[src/rtl/wots_pkg.sv]
`timescale 1ns / 1ps
// ----------------------------------------------------------------------------
// wots_pkg
// types and constants shared by the hash chain engine
// ----------------------------------------------------------------------------
package wots_pkg;

  localparam int unsigned MaxSteps = 15;
  localparam int unsigned RoundCount = 64;

  typedef enum logic [1:0] {
    ACT_KEYGEN = 2'd0,
    ACT_SIGN   = 2'd1,
    ACT_VERIFY = 2'd2,
    ACT_SPARE  = 2'd3
  } action_t;

  typedef struct packed {
    logic [1:0]  action;
    logic [3:0]  chain_index;
    logic        last_chain;
    logic [63:0] start_word0;
    logic [63:0] start_word1;
    logic [63:0] start_word2;
    logic [63:0] start_word3;
    logic [63:0] expect_word0;
    logic [63:0] expect_word1;
    logic [63:0] expect_word2;
    logic [63:0] expect_word3;
  } in_item_t;

  typedef struct packed {
    logic [63:0] out_word0;
    logic [63:0] out_word1;
    logic [63:0] out_word2;
    logic [63:0] out_word3;
    logic        chain_match;
    logic        verdict_ready;
    logic        signature_valid;
  } out_item_t;

  typedef enum logic [2:0] {
    ST_IDLE,
    ST_HASH_START,
    ST_ROUND,
    ST_HASH_END,
    ST_DONE,
    ST_OUT
  } state_t;

  typedef struct packed {
    logic load;
    logic hash_start;
    logic round;
    logic hash_end;
    logic finish;
  } dp_cmd_t;

  typedef struct packed {
    logic [3:0] steps;
  } dp_status_t;

  localparam logic [31:0] InitH [8] = '{
    32'h6a09e667, 32'hbb67ae85, 32'h3c6ef372, 32'ha54ff53a,
    32'h510e527f, 32'h9b05688c, 32'h1f83d9ab, 32'h5be0cd19
  };

  localparam logic [31:0] RoundK [64] = '{
    32'h428a2f98, 32'h71374491, 32'hb5c0fbcf, 32'he9b5dba5, 32'h3956c25b, 32'h59f111f1,
    32'h923f82a4, 32'hab1c5ed5, 32'hd807aa98, 32'h12835b01, 32'h243185be, 32'h550c7dc3,
    32'h72be5d74, 32'h80deb1fe, 32'h9bdc06a7, 32'hc19bf174, 32'he49b69c1, 32'hefbe4786,
    32'h0fc19dc6, 32'h240ca1cc, 32'h2de92c6f, 32'h4a7484aa, 32'h5cb0a9dc, 32'h76f988da,
    32'h983e5152, 32'ha831c66d, 32'hb00327c8, 32'hbf597fc7, 32'hc6e00bf3, 32'hd5a79147,
    32'h06ca6351, 32'h14292967, 32'h27b70a85, 32'h2e1b2138, 32'h4d2c6dfc, 32'h53380d13,
    32'h650a7354, 32'h766a0abb, 32'h81c2c92e, 32'h92722c85, 32'ha2bfe8a1, 32'ha81a664b,
    32'hc24b8b70, 32'hc76c51a3, 32'hd192e819, 32'hd6990624, 32'hf40e3585, 32'h106aa070,
    32'h19a4c116, 32'h1e376c08, 32'h2748774c, 32'h34b0bcb5, 32'h391c0cb3, 32'h4ed8aa4a,
    32'h5b9cca4f, 32'h682e6ff3, 32'h748f82ee, 32'h78a5636f, 32'h84c87814, 32'h8cc70208,
    32'h90befffa, 32'ha4506ceb, 32'hbef9a3f7, 32'hc67178f2
  };

  function automatic logic [31:0] rotr(input logic [31:0] x, input int unsigned n);
    rotr = (x >> n) | (x << (32 - n));
  endfunction

endpackage

[src/rtl/wots_ctrl.sv]
`timescale 1ns / 1ps
// ----------------------------------------------------------------------------
// wots_ctrl
// sequencer: step count, 64 rounds per hash, input and output handshake
// ----------------------------------------------------------------------------
module wots_ctrl (
  input  logic                  clk,
  input  logic                  rst,
  input  logic                  in_valid,
  output logic                  in_ready,
  output logic                  out_valid,
  input  logic                  out_ready,
  input  wots_pkg::dp_status_t  status,
  output wots_pkg::dp_cmd_t     cmd
);

  wots_pkg::state_t state, state_next;
  logic [3:0] steps, steps_next;
  logic [5:0] rnd, rnd_next;

  always_ff @(posedge clk) begin
    if (rst) begin
      state <= wots_pkg::ST_IDLE;
      steps <= '0;
      rnd   <= '0;
    end else begin
      state <= state_next;
      steps <= steps_next;
      rnd   <= rnd_next;
    end
  end

  always_comb begin
    state_next = state;
    steps_next = steps;
    rnd_next   = rnd;
    cmd        = '0;
    in_ready   = 1'b0;
    out_valid  = 1'b0;
    case (state)
      wots_pkg::ST_IDLE: begin
        in_ready = 1'b1;
        if (in_valid) begin
          cmd.load   = 1'b1;
          state_next = wots_pkg::ST_HASH_START;
        end
      end
      wots_pkg::ST_HASH_START: begin
        if (steps == 4'd0 && status.steps == 4'd0) begin
          state_next = wots_pkg::ST_DONE;
        end else begin
          if (steps == 4'd0) steps_next = status.steps;
          else steps_next = steps;
          cmd.hash_start = 1'b1;
          rnd_next   = '0;
          state_next = wots_pkg::ST_ROUND;
        end
      end
      wots_pkg::ST_ROUND: begin
        cmd.round = 1'b1;
        rnd_next  = rnd + 6'd1;
        if (rnd == 6'd63) state_next = wots_pkg::ST_HASH_END;
      end
      wots_pkg::ST_HASH_END: begin
        cmd.hash_end = 1'b1;
        steps_next   = steps - 4'd1;
        if (steps == 4'd1) state_next = wots_pkg::ST_DONE;
        else state_next = wots_pkg::ST_HASH_START;
      end
      wots_pkg::ST_DONE: begin
        cmd.finish = 1'b1;
        steps_next = '0;
        state_next = wots_pkg::ST_OUT;
      end
      wots_pkg::ST_OUT: begin
        out_valid = 1'b1;
        if (out_ready) state_next = wots_pkg::ST_IDLE;
      end
      default: state_next = wots_pkg::ST_IDLE;
    endcase
  end

endmodule

[src/rtl/wots_datapath.sv]
`timescale 1ns / 1ps
// ----------------------------------------------------------------------------
// wots_datapath
// one sha-256 round per cycle over a rolling 16-word schedule, verify compare
// ----------------------------------------------------------------------------
module wots_datapath #(
  parameter int unsigned CHAIN_COUNT = 16
) (
  input  logic                  clk,
  input  logic                  rst,
  input  logic [63:0]           message_digest,
  input  wots_pkg::in_item_t    in_item,
  input  wots_pkg::dp_cmd_t     cmd,
  output wots_pkg::dp_status_t  status,
  output wots_pkg::out_item_t   out_item
);

  wots_pkg::in_item_t item;
  logic [31:0] v [8];
  logic [31:0] s [8];
  logic [31:0] w [16];
  logic [5:0]  rnd;
  logic        all_matched;
  logic [3:0]  idx;
  logic [3:0]  idx_wrap [16];
  logic [3:0]  nib;
  logic [31:0] t1, t2, w_new;
  logic [255:0] chain_end, expect_all;
  logic        match;

  // chain index folded into the configured chain count
  for (genvar g = 0; g < 16; g++) begin : g_idx_wrap
    assign idx_wrap[g] = 4'(g % CHAIN_COUNT);
  end

  always_comb begin
    idx = idx_wrap[item.chain_index];
    nib = message_digest[{idx, 2'b00} +: 4];
    case (wots_pkg::action_t'(item.action))
      wots_pkg::ACT_SIGN:   status.steps = nib;
      wots_pkg::ACT_VERIFY: status.steps = 4'(wots_pkg::MaxSteps) - nib;
      default:              status.steps = 4'(wots_pkg::MaxSteps);
    endcase
  end

  always_comb begin
    t1 = s[7] + (wots_pkg::rotr(s[4], 6) ^ wots_pkg::rotr(s[4], 11) ^ wots_pkg::rotr(s[4], 25))
       + ((s[4] & s[5]) ^ (~s[4] & s[6])) + wots_pkg::RoundK[rnd] + w[0];
    t2 = (wots_pkg::rotr(s[0], 2) ^ wots_pkg::rotr(s[0], 13) ^ wots_pkg::rotr(s[0], 22))
       + ((s[0] & s[1]) ^ (s[0] & s[2]) ^ (s[1] & s[2]));
    w_new = w[0] + (wots_pkg::rotr(w[1], 7) ^ wots_pkg::rotr(w[1], 18) ^ (w[1] >> 3))
          + w[9] + (wots_pkg::rotr(w[14], 17) ^ wots_pkg::rotr(w[14], 19) ^ (w[14] >> 10));
  end

  assign chain_end  = {v[0], v[1], v[2], v[3], v[4], v[5], v[6], v[7]};
  assign expect_all = {item.expect_word0, item.expect_word1, item.expect_word2,
                       item.expect_word3};
  assign match = (chain_end == expect_all);

  always_ff @(posedge clk) begin
    if (cmd.load) begin
      item <= in_item;
      {v[0], v[1]} <= in_item.start_word0;
      {v[2], v[3]} <= in_item.start_word1;
      {v[4], v[5]} <= in_item.start_word2;
      {v[6], v[7]} <= in_item.start_word3;
    end
    if (cmd.hash_start) begin
      rnd <= '0;
      for (int i = 0; i < 8; i++) begin
        s[i] <= wots_pkg::InitH[i];
        w[i] <= v[i];
      end
      w[8] <= 32'h80000000;
      for (int i = 9; i < 15; i++) w[i] <= '0;
      w[15] <= 32'd256;
    end
    if (cmd.round) begin
      rnd <= rnd + 6'd1;
      s[7] <= s[6]; s[6] <= s[5]; s[5] <= s[4]; s[4] <= s[3] + t1;
      s[3] <= s[2]; s[2] <= s[1]; s[1] <= s[0]; s[0] <= t1 + t2;
      for (int i = 0; i < 15; i++) w[i] <= w[i + 1];
      w[15] <= w_new;
    end
    if (cmd.hash_end) begin
      for (int i = 0; i < 8; i++) v[i] <= wots_pkg::InitH[i] + s[i];
    end
    if (cmd.finish) begin
      out_item.out_word0 <= {v[0], v[1]};
      out_item.out_word1 <= {v[2], v[3]};
      out_item.out_word2 <= {v[4], v[5]};
      out_item.out_word3 <= {v[6], v[7]};
      if (item.action == wots_pkg::ACT_VERIFY) begin
        out_item.chain_match     <= match;
        out_item.verdict_ready   <= item.last_chain;
        out_item.signature_valid <= all_matched & match;
      end else begin
        out_item.chain_match     <= 1'b0;
        out_item.verdict_ready   <= 1'b0;
        out_item.signature_valid <= 1'b0;
      end
    end
  end

  always_ff @(posedge clk) begin
    if (rst) begin
      all_matched <= 1'b1;
    end else if (cmd.finish && item.action == wots_pkg::ACT_VERIFY) begin
      all_matched <= item.last_chain ? 1'b1 : (all_matched & match);
    end
  end

endmodule

[src/rtl/winternitz_hash_chain_engine_unit.sv]
`timescale 1ns / 1ps
// ----------------------------------------------------------------------------
// winternitz_hash_chain_engine_unit
// wots chain engine: repeated sha-256 over a 32-byte chain value
// ----------------------------------------------------------------------------
// usage:
//   in_valid/in_ready take one item: action, chain index, last flag, start
//   value and expected public-key value. out_valid/out_ready return one item
//   per input: the chain end, plus match and verdict bits for verify.
//   cfg_we writes the 64-bit message digest; write only while idle.
// timing:
//   one sha-256 is 64 rounds on one shared round unit plus setup and
//   feed-forward. an item with n steps runs n hashes, up to 15 steps;
//   an item with zero steps goes straight to the result. one item is in
//   flight at a time; in_ready is high only when idle, in the cycle after
//   the result leaves.
// reset:
//   rst clears the sequencer, sets the verify run flag to all matched and
//   clears the message digest.
// stall:
//   the result holds on out while out_ready is low; no new item is taken
//   until the result leaves.
// ----------------------------------------------------------------------------
module winternitz_hash_chain_engine_unit #(
  parameter int unsigned CHAIN_COUNT = 16
) (
  input  logic                 clk,
  input  logic                 rst,
  input  logic                 in_valid,
  output logic                 in_ready,
  input  wots_pkg::in_item_t   in_data,
  output logic                 out_valid,
  input  logic                 out_ready,
  output wots_pkg::out_item_t  out_data,
  input  logic                 cfg_we,
  input  logic [63:0]          cfg_data
);

  logic [63:0]          message_digest;
  wots_pkg::dp_cmd_t    cmd;
  wots_pkg::dp_status_t status;

  always_ff @(posedge clk) begin
    if (rst) message_digest <= '0;
    else if (cfg_we) message_digest <= cfg_data;
  end

  wots_ctrl u_ctrl (
    .clk       (clk),
    .rst       (rst),
    .in_valid  (in_valid),
    .in_ready  (in_ready),
    .out_valid (out_valid),
    .out_ready (out_ready),
    .status    (status),
    .cmd       (cmd)
  );

  wots_datapath #(
    .CHAIN_COUNT (CHAIN_COUNT)
  ) u_datapath (
    .clk            (clk),
    .rst            (rst),
    .message_digest (message_digest),
    .in_item        (in_data),
    .cmd            (cmd),
    .status         (status),
    .out_item       (out_data)
  );

endmodule
[config.mk]
export PLATFORM = sky130hd
export DESIGN_NAME = winternitz_hash_chain_engine_unit
export DESIGN_NICKNAME = d
export VERILOG_FILES = /design/src/rtl/wots_pkg.sv /design/src/rtl/wots_ctrl.sv /design/src/rtl/wots_datapath.sv /design/src/rtl/winternitz_hash_chain_engine_unit.sv
export SDC_FILE = /design/constraint.sdc
export NUM_CORES = 2
export LEC_CHECK = 0
export BUFFER_PORTS_ARGS = -buffer_cell sky130_fd_sc_hd__buf_4
export CAP_MARGIN = 10
export CORE_ASPECT_RATIO = 1.2
export CORE_MARGIN = 1
export CORE_UTILIZATION = 42
export DETAILED_ROUTE_END_ITERATION = 8
export PLACE_DENSITY = 0.69
export SYNTH_ARGS = -nofsm -noshare
export SYNTH_HDL_FRONTEND = slang
export SYNTH_HIERARCHICAL = 1
export SYNTH_SLANG_ARGS = --single-unit
[constraint.sdc]
create_clock -name clk -period 34.2 [get_ports clk]
set_clock_uncertainty 0.15 [all_clocks]
set_input_delay 6.84 -clock clk [delete_from_list [all_inputs] [get_ports clk]]
set_output_delay 6.84 -clock clk [all_outputs]
set_load 0.01 [all_outputs]
-- Yosys cells after proc, flatten, opt, wreduce, memory -nomap -nowiden
Memory sizes are Yosys's and may differ from the RTL's.
Index checks and enable logic that the tools add are counted.
- word-level logic and storage cells: 196
- output and inout port bits: 261
- memory bits (writable): 768
- memories: 4
- bits in read-only memories: 2112
- flip-flop bits (word level): 862
- bits of input ports: 588
- memories (memory ; depth ; width ; rd ports ; clocked after Yosys merged registers in ; write ports ; line ; text):
    (no name shown) ; 64 ; 32 ; 1 ; 0 ; 0 ; wots_datapath.sv:48 ; + ((s[4] & s[5]) ^ (~s[4] & s[6])) + wots_pkg::RoundK[rnd] + w[0];
    u_datapath.w ; 16 ; 32 ; 16 ; 0 ; 16 ; wots_datapath.sv:21 ; logic [31:0] w [16];
    u_datapath.s ; 8 ; 32 ; 8 ; 0 ; 8 ; wots_datapath.sv:20 ; logic [31:0] s [8];
    (no name shown) ; 16 ; 4 ; 1 ; 0 ; 0 ; wots_datapath.sv:37 ; idx = idx_wrap[item.chain_index];
- bitwise operators: 54
- add/subtract/negate cells: 22
- mux-type cells: 58
- order comparisons: 2
- shifts and indexed selects: 1
- reductions and logical operators: 12
- equality and inequality tests: 15
- operator list (operator ; number):
    32-bit two-way mux ; 26
    256-bit two-way mux ; 2
    32-bit adder ; 10
    32-bit bitwise XOR ; 9
    256-bit == test ; 1
    32-bit AND ; 5
    31-bit by 32-bit adder with 32-bit output (first input constant) ; 3
    32-bit adder (first input constant) ; 3
    64-bit by 7-bit variable part select with 4-bit output ; 1
    29-bit by 32-bit adder with 32-bit output (first input constant) ; 1
    30-bit by 32-bit adder with 32-bit output (first input constant) ; 1
    32-bit inverter ; 1
    10-bit by 32-bit OR with 32-bit output ; 1
    13-bit by 32-bit OR with 32-bit output ; 1
    14-bit by 32-bit OR with 32-bit output ; 1
    15-bit by 32-bit OR with 32-bit output ; 1
    19-bit by 32-bit OR with 32-bit output ; 1
    21-bit by 32-bit OR with 32-bit output ; 1
    25-bit by 32-bit OR with 32-bit output ; 1
    26-bit by 32-bit OR with 32-bit output ; 1
    30-bit by 32-bit OR with 32-bit output ; 1
    7-bit by 32-bit OR with 32-bit output ; 1
    32-bit by 22-bit bitwise XOR with 32-bit output ; 1
    32-bit by 29-bit bitwise XOR with 32-bit output ; 1
    33 further kinds ; 89

-- Depth between registers and ports, before layout
- word-level depth: 14
- depth in mapped cells: 39
- depth with buffers taken out: 37

-- By module
The synthesis kept the hierarchy.
- modules (own cells, without submodules) (module ; times used ; area an instance (um^2) ; cells each ; sequential area each (um^2)):
    wots_datapath ; 1 ; 79261.0 ; 5992 ; 46624.7
    winternitz_hash_chain_engine_unit ; 1 ; 2290.9 ; 206 ; 1281.2
    wots_ctrl ; 1 ; 832.0 ; 112 ; 260.2

-- Worst setup path after synthesis
Ideal clock, no wire load.
- path type: input port to flip-flop
- start: in in_valid
- end: reg u_datapath.v, in the netlist u_datapath/chain_end[0], enable pin
- library setup time: 0.511 ns
- path buffers: 0
- setup slack: 17.165 ns
- cell stages on the path: 2
- data arrival time: 16.374 ns
- data required time: 33.539 ns
- cells stage by stage: and2_1 > or2_2
- cells in the longest elaborated chain, start to end: 3
- RTL lines (what ; line ; text):
    from (decl) ; winternitz_hash_chain_engine_unit.sv:29 ; input logic in_valid,
    1-bit two-way mux ; wots_ctrl.sv:43 ; if (in_valid) begin
    1-bit two-way mux ; wots_ctrl.sv:40 ; case (state)
    2-bit nonzero test (no source line) ; - ;
    to (decl) ; wots_datapath.sv:19 ; logic [31:0] v [8];
No other way between the ends.
A chain may end at the register's enable or synchronous reset.

==> out/metrics.cfg <==
[outcome]
status=completed

[clocking]
cts.reportedPaths.clkPinSlew_ns=0.06
root_buffer=clkbuf_16
hold_buffers=0
htreeDepth=4
cts_inserted_buffers=170
clkLatencyLatePin_ns=0.88
cts.sinks=1630
cts.path.max_buffers=3
cts_tree=built
ctsResizeCount=0
post-cts-setup-buffer-count=0

[logic_synthesis]
synth_top_area_share=0.5657
yosysTopAreaCell=edfxtp_1
synth_area_per_cell_um2=13.06
yosys-top-cells-area=edfxtp_1, xnor2_1, mux2_2
yosys_warnings=6
async_flop_share=0
netlist_instances=6310
ys_ff_latch=1630
ys_seq_area_frac=0.5847
synth_area_um2=82380
synth_ff_type=edfxtp_1
syn-num-nets=7240
synth-edff-count=1552
synth_cell_types=94

[timing]
fin_tns_setup_ns=0
min_period_ns=10.67
finalSetupViolCount=0
hold_viol=0
slew_headroom=0.1478
fin_ws_ns=23.53
worst_pin_slew_ns=1.278
slew_violations=0
period_share=0.3119
fmax_mhz=93.76
rsz0062_at_grt=no

[detailed_routing]
routed_wl_um=368500
drt-initial-drc-count=9659
wl_per_cell_um=37.31
vias_per_cell=5.935
ant_nets=0
first_pass_iters=6
via_count=58621
drc=0

[placement]
placed_area_um2=91470
portBuffers=848
finalWeightedCongestion=1.037
dp_slack_ns=23.67
dp.final_hpwl_um=292100

[floorplan]
fp.dieW_um=406.3
row_count=177
start_util=0.4237
boundaryPins=849
die_y_um=487.2
coreArea_um2=194400
die_area_um2=197900

[worst_setup_path]
required_ns=34.65
slowest_stage=edfxtp_1
cp_max_fo=17
crit_path_max_incr_delay_ns=0.72
cp_data_arrival_time_ns=11.11
crit_path_end_kind=flop
startpoint_type=flop
critPathKind=flop to flop
path_common_cell=fa_1

[grt]
grt_max_degree=179
antenna_found_initial=52
track_usage=0.3653
gr-total-overflow=0
grt_pass1_vias=55678
grt_pass1_wl_um=482100

[cells_and_area]
fillCellCount=17041
stdcell_area_um2=97220
syn2layout_area_growth_pct=18.00
nets=8045
drive_gt1_frac=0.2230

[worst_hold_path]
hp-class=flop to flop

[run]
maxCapViolCount=0

[synthesized netlist by cell type, types with 30 or more instances]
master	instances
edfxtp_1	1552
xnor2_1	492
nor2_1	400
mux2_2	361
and2_1	351
nand2_1	303
a21oi_1	302
xor2_1	292
inv_1	274
clkbuf_1	244
o21ai_0	216
fa_1	187
ha_1	155
nand2b_1	136
a21o_1	90
mux2i_1	84
dfxtp_1	78
nor3_1	73
nand3_1	58
nand4_1	56
nor4_1	55
a31oi_1	43
nor2b_1	39
o21bai_1	30
[flip-flops by register name, summed over array words and instances, names as in the netlist]
signal / flops
u_datapath/chain_end: 256
u_ctrl/steps: 4
u_ctrl/rnd: 6
u_ctrl/state: 3
u_datapath/rnd: 6
u_datapath/all_matched: 1
u_datapath/out_item: 259
u_datapath/item: 7
message_digest: 64
u_datapath/expect_all: 256
u_datapath/w: 512
u_datapath/s: 256
[worst max-delay path: cells and delay by family, from the launching register on]
kind | cells | cell delay, ns
adders and majority gates | 8 | 3.61
AOI/OAI and AO/OA | 12 | 3.19
and+or+nand+nor | 7 | 1.04
buffers and inverters | 5 | 0.91
DFF | 1 | 0.72
xor gates and xnor gates | 1 | 0.70
muxes | 1 | 0.08
[final timing paths]
path	cells past startpoint	slack, ns	to	from
hold reg to reg	0	0.30	u_datapath/out_item[205]	u_datapath/chain_end[202]
setup reg to reg	34	23.53	u_datapath/s[0][31]	u_datapath/rnd[1]
setup / recovery	34	23.53	u_datapath/s[0][31]	u_datapath/rnd[1]
hold / removal	0	0.30	u_datapath/out_item[205]	u_datapath/chain_end[202]
[through the flow]
step | instances | hold slack [ns] | utilization
after global routing | 9862 | 0.3244 | 0.4998
after CTS | 9856 | 0.3103 | 0.4996
after detailed placement | 9536 | 0.2994 | 0.4704
after floorplan | 6310 | 0.2764 | -
final | 9877 | 0.3031 | 0.5000
after global placement | 9536 | 0.2918 | 0.4704
[metal layers]
metal  wire length, um  vias to the layer above  part of all wire  track usage
met4             28710                       34             0.078       0.2362
met5               235                        -           0.00064            0
met3             40650                      821              0.11      0.08604
met1            132700                    29486              0.36       0.4547
met2            166200                     4010              0.45       0.5689
li1                  -                    24270                 -            -
[logic make-up (layout without fill, tap and decap cells)]
family                   count (synthesis)  after routing  share of synthesized area
flip-flops                            1630           1630                     0.5847
AND/OR/NAND/NOR                       1565           1565                    0.09668
AO/OA/AOI/OAI                          947            947                    0.07199
XOR/XNOR                               784            784                    0.08335
buffers and inverters                  566           1519                    0.02702
multiplexers                           472            472                    0.06684
adder cells (fa/ha/maj)                346            346                    0.06947
other                                    0             19                          0
[cells in the final DEF, fill, tap and decap left out, drive strengths merged, types with 18 or more instances in the layout]
cell,instances
nor2,400
dfxtp,78
xnor2,492
inv,283
mux4,26
ha,155
nand2b,136
clkbuf,200
nor3,73
o21ai,237
xor2,292
nand3,58
o31ai,21
mux2i,84
or3,18
nor4,57
edfxtp,1552
diode,19
fa,187
a211oi,24
buf,921
a21o,90
a31oi,45
nor2b,39
o21bai,31
nand2,303
nand4,56
a21oi,305
mux2,362
o21a,22
and2,351
clkinv,90
and3,28
o211ai,29
[cell type report]
| class | instances | area (um2) | share of cell area |
|---|---|---|---|
| tap | 2595 | 3247 | 0.03340 |
| clock buffer | 199 | 4448 | 0.04575 |
| inverter | 277 | 1064 | 0.01094 |
| antenna | 19 | 47.55 | 0.0004891 |
| multi-input combinational | 4114 | 32030 | 0.3295 |
| clock inverter | 121 | 1229 | 0.01264 |
| sequential | 1630 | 48170 | 0.4955 |
| timing repair buffer | 922 | 6982 | 0.07182 |
Power is left out: the tool's default activity adds up to more than one toggle a clock period on the data nets, which glitch-free logic cannot reach.
